[src/sv/onu_pkg.sv]
// ----------------------------------------------------------------------------
// onu_pkg
// shared types and constants for the octahedral normal encoder
// ----------------------------------------------------------------------------
package onu_pkg;

   // quantized output and range register widths
   localparam int RANGE_W = 16;
   localparam int ENC_W   = 16;

   // configuration port
   localparam int CSR_DATA_W = 32;
   localparam int CSR_ADDR_W = 3;

   // register index, taken from the word address bit of paddr
   localparam logic [0:0] REG_RANGE_MAX = 1'b0;

   localparam logic [RANGE_W-1:0] RANGE_MAX_RESET = 16'd255;

   // per-transaction sign and zero flags carried down the pipeline
   typedef struct packed {
      logic neg_x;
      logic neg_y;
      logic neg_z;
      logic zero;
   } onu_flags_type;

endpackage

[src/sv/onu_front.sv]
// ----------------------------------------------------------------------------
// onu_front
// first pipeline stage: magnitudes, l1 norm, sign and zero flags
// ----------------------------------------------------------------------------
module onu_front #(
   parameter int COMP_BITS = 16
) (
   input  logic                          clock,
   input  logic                          reset,
   input  logic                          in_valid,
   output logic                          in_ready,
   input  logic signed [COMP_BITS-1:0]   comp_x,
   input  logic signed [COMP_BITS-1:0]   comp_y,
   input  logic signed [COMP_BITS-1:0]   comp_z,
   output logic                          out_valid,
   input  logic                          out_ready,
   output onu_pkg::onu_flags_type        out_flags,
   output logic [COMP_BITS:0]            out_sum,
   output logic [COMP_BITS-1:0]          out_mag_x,
   output logic [COMP_BITS-1:0]          out_mag_y
);

   localparam int SUM_W = COMP_BITS + 1;

   logic                   valid_ff;
   logic                   valid_in;
   logic                   load;
   onu_pkg::onu_flags_type flags_ff;
   onu_pkg::onu_flags_type flags_in;
   logic [SUM_W-1:0]       sum_ff;
   logic [SUM_W-1:0]       sum_in;
   logic [COMP_BITS-1:0]   mag_x_ff;
   logic [COMP_BITS-1:0]   mag_x_in;
   logic [COMP_BITS-1:0]   mag_y_ff;
   logic [COMP_BITS-1:0]   mag_y_in;
   logic [COMP_BITS-1:0]   mag_z;

   assign in_ready = !valid_ff || out_ready;
   assign load     = in_valid && in_ready;
   assign valid_in = in_ready ? in_valid : valid_ff;

   // most negative code maps to magnitude 2^(COMP_BITS-1), still fits
   assign mag_x_in = comp_x[COMP_BITS-1] ? (~$unsigned(comp_x) + COMP_BITS'(1))
                                         : $unsigned(comp_x);
   assign mag_y_in = comp_y[COMP_BITS-1] ? (~$unsigned(comp_y) + COMP_BITS'(1))
                                         : $unsigned(comp_y);
   assign mag_z    = comp_z[COMP_BITS-1] ? (~$unsigned(comp_z) + COMP_BITS'(1))
                                         : $unsigned(comp_z);

   assign sum_in = SUM_W'(mag_x_in) + SUM_W'(mag_y_in) + SUM_W'(mag_z);

   always_comb begin
      flags_in.neg_x = comp_x[COMP_BITS-1];
      flags_in.neg_y = comp_y[COMP_BITS-1];
      flags_in.neg_z = comp_z[COMP_BITS-1];
      flags_in.zero  = (comp_x == '0) && (comp_y == '0) && (comp_z == '0);
   end

   always_ff @(posedge clock) begin
      if (reset) begin
         valid_ff <= 1'b0;
      end else begin
         valid_ff <= valid_in;
      end
   end

   always_ff @(posedge clock) begin
      if (load) begin
         flags_ff <= flags_in;
         sum_ff   <= sum_in;
         mag_x_ff <= mag_x_in;
         mag_y_ff <= mag_y_in;
      end
   end

   assign out_valid = valid_ff;
   assign out_flags = flags_ff;
   assign out_sum   = sum_ff;
   assign out_mag_x = mag_x_ff;
   assign out_mag_y = mag_y_ff;

endmodule

[src/sv/onu_div_step.sv]
// ----------------------------------------------------------------------------
// onu_div_step
// one restoring division step for the x and y quotients, one bit per stage
// ----------------------------------------------------------------------------
module onu_div_step #(
   parameter int COMP_BITS = 16,
   parameter bit FIRST     = 1'b0
) (
   input  logic                      clock,
   input  logic                      reset,
   input  logic                      in_valid,
   output logic                      in_ready,
   input  onu_pkg::onu_flags_type    in_flags,
   input  logic [COMP_BITS:0]        in_sum,
   input  logic [COMP_BITS:0]        in_rem_x,
   input  logic [COMP_BITS:0]        in_rem_y,
   input  logic [COMP_BITS-1:0]      in_quo_x,
   input  logic [COMP_BITS-1:0]      in_quo_y,
   output logic                      out_valid,
   input  logic                      out_ready,
   output onu_pkg::onu_flags_type    out_flags,
   output logic [COMP_BITS:0]        out_sum,
   output logic [COMP_BITS:0]        out_rem_x,
   output logic [COMP_BITS:0]        out_rem_y,
   output logic [COMP_BITS-1:0]      out_quo_x,
   output logic [COMP_BITS-1:0]      out_quo_y
);

   localparam int SUM_W = COMP_BITS + 1;

   logic                   valid_ff;
   logic                   valid_in;
   logic                   load;
   onu_pkg::onu_flags_type flags_ff;
   logic [SUM_W-1:0]       sum_ff;
   logic [SUM_W-1:0]       rem_x_ff;
   logic [SUM_W-1:0]       rem_x_in;
   logic [SUM_W-1:0]       rem_y_ff;
   logic [SUM_W-1:0]       rem_y_in;
   logic [COMP_BITS-1:0]   quo_x_ff;
   logic [COMP_BITS-1:0]   quo_x_in;
   logic [COMP_BITS-1:0]   quo_y_ff;
   logic [COMP_BITS-1:0]   quo_y_in;
   logic [SUM_W:0]         sh_x;
   logic [SUM_W:0]         sh_y;
   logic [SUM_W:0]         diff_x;
   logic [SUM_W:0]         diff_y;
   logic                   bit_x;
   logic                   bit_y;

   assign in_ready = !valid_ff || out_ready;
   assign load     = in_valid && in_ready;
   assign valid_in = in_ready ? in_valid : valid_ff;

   // first step takes the quotient's integer bit without a shift
   assign sh_x = FIRST ? {1'b0, in_rem_x} : {in_rem_x, 1'b0};
   assign sh_y = FIRST ? {1'b0, in_rem_y} : {in_rem_y, 1'b0};

   assign diff_x = sh_x - {1'b0, in_sum};
   assign diff_y = sh_y - {1'b0, in_sum};
   assign bit_x  = !diff_x[SUM_W];
   assign bit_y  = !diff_y[SUM_W];

   // remainder stays below the sum, so SUM_W bits hold it either way
   assign rem_x_in = bit_x ? diff_x[SUM_W-1:0] : sh_x[SUM_W-1:0];
   assign rem_y_in = bit_y ? diff_y[SUM_W-1:0] : sh_y[SUM_W-1:0];
   assign quo_x_in = {in_quo_x[COMP_BITS-2:0], bit_x};
   assign quo_y_in = {in_quo_y[COMP_BITS-2:0], bit_y};

   always_ff @(posedge clock) begin
      if (reset) begin
         valid_ff <= 1'b0;
      end else begin
         valid_ff <= valid_in;
      end
   end

   always_ff @(posedge clock) begin
      if (load) begin
         flags_ff <= in_flags;
         sum_ff   <= in_sum;
         rem_x_ff <= rem_x_in;
         rem_y_ff <= rem_y_in;
         quo_x_ff <= quo_x_in;
         quo_y_ff <= quo_y_in;
      end
   end

   assign out_valid = valid_ff;
   assign out_flags = flags_ff;
   assign out_sum   = sum_ff;
   assign out_rem_x = rem_x_ff;
   assign out_rem_y = rem_y_ff;
   assign out_quo_x = quo_x_ff;
   assign out_quo_y = quo_y_ff;

endmodule

[src/sv/onu_quant.sv]
// ----------------------------------------------------------------------------
// onu_quant
// fold, bias, scale by range and round: three register stages
// ----------------------------------------------------------------------------
module onu_quant #(
   parameter int COMP_BITS = 16
) (
   input  logic                              clock,
   input  logic                              reset,
   input  logic                              in_valid,
   output logic                              in_ready,
   input  onu_pkg::onu_flags_type            in_flags,
   input  logic [COMP_BITS-1:0]              in_quo_x,
   input  logic [COMP_BITS-1:0]              in_quo_y,
   input  logic [onu_pkg::RANGE_W-1:0]       range_max,
   output logic                              out_valid,
   input  logic                              out_ready,
   output logic [onu_pkg::ENC_W-1:0]         out_enc_x,
   output logic [onu_pkg::ENC_W-1:0]         out_enc_y,
   output logic                              out_zero
);

   localparam int BIAS_W = COMP_BITS + 1;
   localparam int PROD_W = BIAS_W + onu_pkg::RANGE_W;
   localparam logic [BIAS_W-1:0] ONE = BIAS_W'(1) << (COMP_BITS - 1);
   localparam logic [BIAS_W-1:0] TWO = BIAS_W'(1) << COMP_BITS;

   // stage 1: biased coordinate (v + 1.0) in [0, 2.0]
   logic                 v1_ff;
   logic                 rdy1;
   logic                 zero1_ff;
   logic [BIAS_W-1:0]    bx_ff;
   logic [BIAS_W-1:0]    bx_in;
   logic [BIAS_W-1:0]    by_ff;
   logic [BIAS_W-1:0]    by_in;
   logic [BIAS_W-1:0]    qx;
   logic [BIAS_W-1:0]    qy;

   // stage 2: scaled by range
   logic                 v2_ff;
   logic                 rdy2;
   logic                 zero2_ff;
   logic [PROD_W-1:0]    px_ff;
   logic [PROD_W-1:0]    py_ff;

   // stage 3: rounded result
   logic                 v3_ff;
   logic                 rdy3;
   logic                 zero3_ff;
   logic [PROD_W-1:0]    rx;
   logic [PROD_W-1:0]    ry;
   logic [onu_pkg::ENC_W-1:0] ex_ff;
   logic [onu_pkg::ENC_W-1:0] ex_in;
   logic [onu_pkg::ENC_W-1:0] ey_ff;
   logic [onu_pkg::ENC_W-1:0] ey_in;

   assign rdy3     = !v3_ff || out_ready;
   assign rdy2     = !v2_ff || rdy3;
   assign rdy1     = !v1_ff || rdy2;
   assign in_ready = rdy1;

   assign qx = BIAS_W'(in_quo_x);
   assign qy = BIAS_W'(in_quo_y);

   // fold uses the input signs; -(1 - |q|) + 1 reduces to |q|
   always_comb begin
      if (in_flags.neg_z) begin
         bx_in = in_flags.neg_x ? qy : (TWO - qy);
         by_in = in_flags.neg_y ? qx : (TWO - qx);
      end else begin
         bx_in = in_flags.neg_x ? (ONE - qx) : (ONE + qx);
         by_in = in_flags.neg_y ? (ONE - qy) : (ONE + qy);
      end
   end

   assign rx    = px_ff + PROD_W'(ONE);
   assign ry    = py_ff + PROD_W'(ONE);
   assign ex_in = zero2_ff ? '0 : rx[COMP_BITS +: onu_pkg::ENC_W];
   assign ey_in = zero2_ff ? '0 : ry[COMP_BITS +: onu_pkg::ENC_W];

   always_ff @(posedge clock) begin
      if (reset) begin
         v1_ff <= 1'b0;
         v2_ff <= 1'b0;
         v3_ff <= 1'b0;
      end else begin
         if (rdy1) begin
            v1_ff <= in_valid;
         end
         if (rdy2) begin
            v2_ff <= v1_ff;
         end
         if (rdy3) begin
            v3_ff <= v2_ff;
         end
      end
   end

   always_ff @(posedge clock) begin
      if (in_valid && rdy1) begin
         bx_ff    <= bx_in;
         by_ff    <= by_in;
         zero1_ff <= in_flags.zero;
      end
      if (v1_ff && rdy2) begin
         px_ff    <= PROD_W'(bx_ff) * PROD_W'(range_max);
         py_ff    <= PROD_W'(by_ff) * PROD_W'(range_max);
         zero2_ff <= zero1_ff;
      end
      if (v2_ff && rdy3) begin
         ex_ff    <= ex_in;
         ey_ff    <= ey_in;
         zero3_ff <= zero2_ff;
      end
   end

   assign out_valid = v3_ff;
   assign out_enc_x = ex_ff;
   assign out_enc_y = ey_ff;
   assign out_zero  = zero3_ff;

endmodule

[src/sv/oct_normal_encoder_unit.sv]
// ----------------------------------------------------------------------------
// oct_normal_encoder_unit
// octahedral encoder for signed q1.(COMP_BITS-1) unit vectors, quantized to
// 0..range_max per coordinate, fully pipelined
// ----------------------------------------------------------------------------
//
//  channel   direction  ports                       transaction
//  req       in         req_valid/req_ready         comp_x, comp_y, comp_z
//  rsp       out        rsp_valid/rsp_ready         enc_x, enc_y, zero_vector
//  csr       in         psel/penable/pwrite/...     range_max at byte 0
//
//  one transaction enters per cycle while rsp does not stall; the path runs
//  through 1 norm stage, COMP_BITS restoring division stages, 3 quantize stages,
//  the divider taking one bit per stage for the x and y quotients
//  every stage has its own valid bit and a ready that looks one stage ahead,
//  so a stall on rsp fills bubbles first and drops or repeats nothing
//  reset clears all valid bits and sets range_max to 255
// ----------------------------------------------------------------------------
module oct_normal_encoder_unit #(
   parameter int COMP_BITS = 16
) (
   input  logic                                clock,
   input  logic                                reset,
   // request channel
   input  logic                                req_valid,
   output logic                                req_ready,
   input  logic signed [COMP_BITS-1:0]         req_comp_x,
   input  logic signed [COMP_BITS-1:0]         req_comp_y,
   input  logic signed [COMP_BITS-1:0]         req_comp_z,
   // response channel
   output logic                                rsp_valid,
   input  logic                                rsp_ready,
   output logic [onu_pkg::ENC_W-1:0]           rsp_enc_x,
   output logic [onu_pkg::ENC_W-1:0]           rsp_enc_y,
   output logic                                rsp_zero_vector,
   // configuration port
   input  logic                                csr_psel,
   input  logic                                csr_penable,
   input  logic                                csr_pwrite,
   input  logic [onu_pkg::CSR_ADDR_W-1:0]      csr_paddr,
   input  logic [onu_pkg::CSR_DATA_W-1:0]      csr_pwdata,
   output logic [onu_pkg::CSR_DATA_W-1:0]      csr_prdata,
   output logic                                csr_pready
);

   localparam int SUM_W = COMP_BITS + 1;
   localparam int NDIV  = COMP_BITS;   // one quotient bit per stage

   // ------------------------------------------------------------------
   // configuration register
   // ------------------------------------------------------------------
   logic [onu_pkg::RANGE_W-1:0] range_max_ff;
   logic [onu_pkg::RANGE_W-1:0] range_max_in;
   logic                        csr_write;
   logic                        csr_sel_range;

   // word address bit picks the register, byte offset bits are ignored
   assign csr_sel_range = (csr_paddr[onu_pkg::CSR_ADDR_W-1] == onu_pkg::REG_RANGE_MAX);
   assign csr_write     = csr_psel && csr_penable && csr_pwrite && csr_pready;
   assign csr_pready    = 1'b1;

   assign range_max_in = (csr_write && csr_sel_range)
                         ? csr_pwdata[onu_pkg::RANGE_W-1:0] : range_max_ff;

   always_ff @(posedge clock) begin
      if (reset) begin
         range_max_ff <= onu_pkg::RANGE_MAX_RESET;
      end else begin
         range_max_ff <= range_max_in;
      end
   end

   // reads outside the register return zero
   assign csr_prdata = csr_sel_range ? onu_pkg::CSR_DATA_W'(range_max_ff) : '0;

   // ------------------------------------------------------------------
   // norm stage: |x|+|y|+|z|, signs, zero vector detect
   // ------------------------------------------------------------------
   logic                   d_valid [0:NDIV];
   logic                   d_ready [0:NDIV];
   onu_pkg::onu_flags_type d_flags [0:NDIV];
   logic [SUM_W-1:0]       d_sum   [0:NDIV];
   logic [SUM_W-1:0]       d_rem_x [0:NDIV];
   logic [SUM_W-1:0]       d_rem_y [0:NDIV];
   logic [COMP_BITS-1:0]   d_quo_x [0:NDIV];
   logic [COMP_BITS-1:0]   d_quo_y [0:NDIV];
   logic [COMP_BITS-1:0]   mag_x;
   logic [COMP_BITS-1:0]   mag_y;

   onu_front #(
      .COMP_BITS (COMP_BITS)
   ) u_front (
      .clock     (clock),
      .reset     (reset),
      .in_valid  (req_valid),
      .in_ready  (req_ready),
      .comp_x    (req_comp_x),
      .comp_y    (req_comp_y),
      .comp_z    (req_comp_z),
      .out_valid (d_valid[0]),
      .out_ready (d_ready[0]),
      .out_flags (d_flags[0]),
      .out_sum   (d_sum[0]),
      .out_mag_x (mag_x),
      .out_mag_y (mag_y)
   );

   // division starts with the magnitude as remainder and an empty quotient
   assign d_rem_x[0] = SUM_W'(mag_x);
   assign d_rem_y[0] = SUM_W'(mag_y);
   assign d_quo_x[0] = '0;
   assign d_quo_y[0] = '0;

   // ------------------------------------------------------------------
   // division pipeline: trunc(|c| * 2^(COMP_BITS-1) / sum) for x and y,
   // msb (integer bit) first; quotient never exceeds 1.0
   // ------------------------------------------------------------------
   for (genvar i = 0; i < NDIV; i++) begin : g_div
      onu_div_step #(
         .COMP_BITS (COMP_BITS),
         .FIRST     (i == 0)
      ) u_step (
         .clock     (clock),
         .reset     (reset),
         .in_valid  (d_valid[i]),
         .in_ready  (d_ready[i]),
         .in_flags  (d_flags[i]),
         .in_sum    (d_sum[i]),
         .in_rem_x  (d_rem_x[i]),
         .in_rem_y  (d_rem_y[i]),
         .in_quo_x  (d_quo_x[i]),
         .in_quo_y  (d_quo_y[i]),
         .out_valid (d_valid[i+1]),
         .out_ready (d_ready[i+1]),
         .out_flags (d_flags[i+1]),
         .out_sum   (d_sum[i+1]),
         .out_rem_x (d_rem_x[i+1]),
         .out_rem_y (d_rem_y[i+1]),
         .out_quo_x (d_quo_x[i+1]),
         .out_quo_y (d_quo_y[i+1])
      );
   end

   // ------------------------------------------------------------------
   // fold onto lower hemisphere when z < 0, then bias, scale and round;
   // the last stage register is the response register
   // ------------------------------------------------------------------
   onu_quant #(
      .COMP_BITS (COMP_BITS)
   ) u_quant (
      .clock     (clock),
      .reset     (reset),
      .in_valid  (d_valid[NDIV]),
      .in_ready  (d_ready[NDIV]),
      .in_flags  (d_flags[NDIV]),
      .in_quo_x  (d_quo_x[NDIV]),
      .in_quo_y  (d_quo_y[NDIV]),
      .range_max (range_max_ff),
      .out_valid (rsp_valid),
      .out_ready (rsp_ready),
      .out_enc_x (rsp_enc_x),
      .out_enc_y (rsp_enc_y),
      .out_zero  (rsp_zero_vector)
   );

   // last remainders and the sum leave the final division stage unused
   logic unused_tail;
   assign unused_tail = ^{d_rem_x[NDIV], d_rem_y[NDIV], d_sum[NDIV]};

endmodule

[config.mk]
export PLATFORM = sky130hd
export DESIGN_NAME = oct_normal_encoder_unit
export DESIGN_NICKNAME = d
export VERILOG_FILES = /design/src/sv/onu_pkg.sv /design/src/sv/onu_front.sv /design/src/sv/onu_div_step.sv /design/src/sv/onu_quant.sv /design/src/sv/oct_normal_encoder_unit.sv
export SDC_FILE = /design/constraint.sdc
export NUM_CORES = 2
export LEC_CHECK = 0
export ABC_AREA = 1
export ABC_CLOCK_PERIOD_IN_PS = 5850
export BUFFER_PORTS_ARGS = -buffer_cell sky130_fd_sc_hd__buf_2
export CAP_MARGIN = 20
export CORE_ASPECT_RATIO = 0.9
export CORE_UTILIZATION = 57
export CTS_CLUSTER_SIZE = 40
export DETAILED_ROUTE_END_ITERATION = 12
export PLACE_DENSITY = 0.76
export SETUP_SLACK_MARGIN = 0.5
export SLEW_MARGIN = 20
export SYNTH_ARGS = -nofsm -noshare
export SYNTH_HDL_FRONTEND = slang
export SYNTH_SLANG_ARGS = --single-unit
[constraint.sdc]
create_clock -name clock -period 5.85 [get_ports clock]
set_clock_uncertainty 0.1 [all_clocks]
set_input_delay 1.17 -clock clock [delete_from_list [all_inputs] [get_ports clock]]
set_output_delay 1.17 -clock clock [all_outputs]
set_load 0.03 [all_outputs]
==> impl_metrics.toml <==
[clocking]
path_clk_slew_ns = 0.06
htree_levels = 4
cts_root_buf = "clkbuf_16"
worstSkewPairLatency_ns = 0.78
clk_path_buf_depth = 3
numCtsBuffers = 138
tritoncts = "built"
clock-sinks = 1293

[synth]
syn_inst = 9230
synth_mux_area_share_pct = 0
syn-cell-area_mm2 = 0.0891
synth-compound-area-share_pct = 11.6
synth_top_family_by_area = "adder cells"
synthAdderAreaFrac_pct = 20.6
synth_simple_gate_area_share_pct = 11.6
synth-edff-count = 1257
synth_xor_area_share_pct = 5.34
ys.flop_type = "edfxtp_1"
async_reset_ff_share_pct = 0
syn_area_per_cell_um2 = 9.65
ys_types = 53
ys.warnings.count = 0
seq_area_frac_synth_pct = 43.2
ys_seq_elements = 1293

[power_and_ir_drop]
leakage_nw = 44.2
internal_power_w = 0.0194
clockPowerShare_pct = 30.9
power_density_mw_per_mm2 = 281
seqPwrFrac_pct = 38.3
power.share.switching_pct = 30.6
p_switching_w = 0.00855
comb_power_share_pct = 30.8
irDropWorstVdd_mv = 0.342

[timing]
final.period_utilization_pct = 98.9
timing_hold_violations_final = 0
rsz0062_at_grt = "yes"
clock.fmax_mhz = 173
whs_ns = 0.309
worstMarginPinSlew_ns = 1.05
fin_crit_ns = 5.79
drv_slew = 0
slew_headroom_pct = 30.0
setup_viol = 0

[finish]
nets = 10800
area.growth.synth_to_final_pct = 11.6
layout_commonest_cell = "nand2_1"
final_area_mm2 = 0.0994
nFillCells = 12300
final_layout_size_suffix_gt1_share_pct = 9.25
layout_common_cells = "nand2_1 (1703), inv_1 (1460), edfxtp_1 (1257), ha_1 (710), a21oi_1 (655)"

[placement]
dp_hpwl_um = 173000
placed_area_mm2 = 0.0933
place.gp.congestion = 0.940
port_buffers = 122

[die]
start_util_pct = 57.4
die_h_um = 377
rows = 137
fp.dieW_um = 419
core_mm2 = 0.155
ios = 158
die_area_mm2 = 0.158

[grt]
globalRouteOverflowTotal = 0
grt_pass1_wl_um = 345000
grt_max_degree = 80
antenna_found_initial = 5
grt_pass1_vias = 65100
grt_use_total_pct = 27.9

[setup_path]
critPathKind = "reg2reg"
end_kind = "flip-flop"
crit_start = "u_quant.bx_ff[7]"
r2r_cells = 21
required_ns = 6.27
cp.arrival_ns = 6.21
worstReg2RegStart = "u_quant.bx_ff[7]"
reg2reg_setup_slack_ns = 0.06
r2r-end = "u_quant.px_ff[26]"
startpoint_type = "flip-flop"
crit_end = "u_quant.px_ff[26]"
path_max_fanout = 4

[detailed_routing]
vias_per_cell = 5.54
wl_um = 220000
firstDrtPassIters = 6
wl_per_cell_um = 18.8
drc = 0
ant_nets = 0
drtIter0Drc = 5165
vias = 64900

[hold_path]
hp-class = "reg2reg"
worstHoldStart = "g_div[12].u_step.out_quo_y[0]"

[job]
drv_cap = 0

[status]
status = "finished, final reports clean"
-- per-stage QoR --
step / setup TNS, ns / std cells / utilization [%] / total power (W) / worst slack (ns)
2_1_floorplan: 0 / 9245 / - / 0.0156 / 0.360
3_3_place_gp: -0.0358 / 11400 / 60.1 / 0.0176 / -0.0312
3_5_place_dp: -0.518 / 11400 / 60.1 / 0.0177 / -0.130
4_1_cts: 0 / 11700 / 63.5 / 0.0272 / 0.109
5_1_grt: -1.07 / 11700 / 64.1 / 0.0293 / -0.127
6_report: 0 / 11700 / 64.1 / 0.0279 / 0.0630
-- cells in the mapped netlist (3+ instances only) --
library cell  instances  area share [%]
a211oi_1             29            0.24
a21boi_1             26            0.22
a21o_1               64            0.54
a21oi_1             686             3.9
a221oi_1             21            0.21
a31o_2               33            0.32
a31oi_1              93            0.65
and2_1               29            0.20
buf_2                 6           0.034
buf_4                17            0.14
clkbuf_1            243             1.0
dfxtp_1              36            0.81
edfxtp_1           1257              42
fa_1                459              10
ha_1                730              10
inv_1              1502             6.3
inv_2                28            0.12
nand2_1            1743             7.3
nand3_1             107            0.60
nand3b_1             25            0.21
nand4_1              96            0.67
nand4_4               3           0.072
nor2_1              389             1.6
nor2_4                3           0.038
nor3_1               97            0.55
nor3_2                5           0.056
nor3b_1               7           0.059
nor4_1               13           0.091
o2111ai_1             6           0.059
o211ai_1             18            0.15
o21a_1               14            0.12
o21ai_0             521             2.9
o21ai_1             275             1.5
o21bai_1              8           0.067
o22ai_1              15            0.11
o31ai_1              56            0.47
o41ai_1               4           0.039
or2_2                 4           0.028
xnor2_1             251             2.5
xor2_1              292             2.9
-- critical path, stage by stage, from the launching register on --
cell       delay, ns
edfxtp_1        0.50
clkbuf_16       0.21
nand2_4         0.05
fa_1            0.53
inv_1           0.05
fa_1            0.46
fa_1            0.51
fa_2            0.55
fa_1            0.56
inv_1           0.05
fa_1            0.49
inv_2           0.07
ha_4            0.29
nand2_4         0.07
nor4_4          0.29
nand4_1         0.15
nand3_2         0.15
nand2_4         0.08
nand3_4         0.08
a21boi_4        0.08
buf_6           0.12
xnor2_1         0.11
-- area by class of cell --
class	count	area (µm²)	share of cell area [%]
Multi-Input combinational cell	6153	44800	45.0
Sequential cell	1293	38500	38.7
Inverter	1532	5750	5.78
Clock buffer	167	3640	3.66
Timing Repair Buffer	395	3350	3.37
Tap cell	2085	2610	2.62
Clock inverter	78	797	0.801
Antenna cell	3	7.51	0.00755
-- kinds of logic after synthesis --
logic type | count (synthesis)
other | 2
adders and majority gates | 1189
xor gates and xnor gates | 543
AOI/OAI and AO/OA | 1876
buffers and inverters | 1799
and+or+nand+nor | 2528
DFF | 1293
-- repair_timing --
action,CTS,global route
endpoints found under the setup margin,33,34
gates resized for setup,117,151
setup buffers,29,30
gates cloned,4,6
pin swaps,38,88
endpoints found under the hold margin,0,0
hold buffers,0,0
-- sequential cells by signal (all words and copies together), names as in the netlist, 4 cells and up --
| name | count |
|---|---|
| g_div.u_step.out_valid | 16 |
| g_div.u_step.out_quo_x | 136 |
| u_quant.px_ff | 17 |
| u_quant.bx_ff | 17 |
| g_div.u_step.out_flags | 64 |
| u_front.out_mag_y | 16 |
| u_quant.by_ff | 17 |
| u_front.out_sum | 17 |
| u_front.out_mag_x | 16 |
| g_div.u_step.out_rem_x | 255 |
| range_max_ff | 16 |
| g_div.u_step.out_sum | 255 |
| g_div.u_step.out_quo_y | 136 |
| g_div.u_step.out_rem_y | 255 |
| u_front.out_flags | 4 |
| u_quant.out_enc_y | 16 |
| u_quant.py_ff | 17 |
| u_quant.out_enc_x | 16 |
-- metal layers --
layer / vias up / share of wire [%] / global-route usage, % / routed length, µm
li1: 31500 / - / - / -
met1: 31000 / 41 / 35.2 / 90700
met2: 1906 / 49 / 48.6 / 108000
met3: 492 / 5.6 / 3.66 / 12400
met4: 2 / 4.0 / 10.6 / 8680
met5: - / 0.0059 / 0 / 13
-- worst min-delay path by stage --
stage / to / slack (ns) / cells after the start
2_1_floorplan: g_div[0].u_step.out_flags[0] / 0.30 / 0
3_3_place_gp: g_div[9].u_step.out_flags[1] / 0.30 / 0
3_5_place_dp: g_div[10].u_step.out_quo_y[1] / 0.30 / 0
4_1_cts: g_div[13].u_step.out_quo_y[1] / 0.31 / 0
5_1_grt: g_div[5].u_step.out_flags[1] / 0.32 / 0
6_report: g_div[13].u_step.out_quo_y[1] / 0.31 / 0
-- power groups by stage --
stage	sequential (W)	combinational, W	clock [W]
after floorplan	0.0108	0.00477	0
after global placement	0.0109	0.00671	0
after detailed placement	0.0109	0.00686	0
after CTS	0.0107	0.00766	0.00882
after global routing	0.0107	0.00946	0.00915
final	0.0107	0.00861	0.00862
No activity file was read; power rests on OpenSTA's default activity.
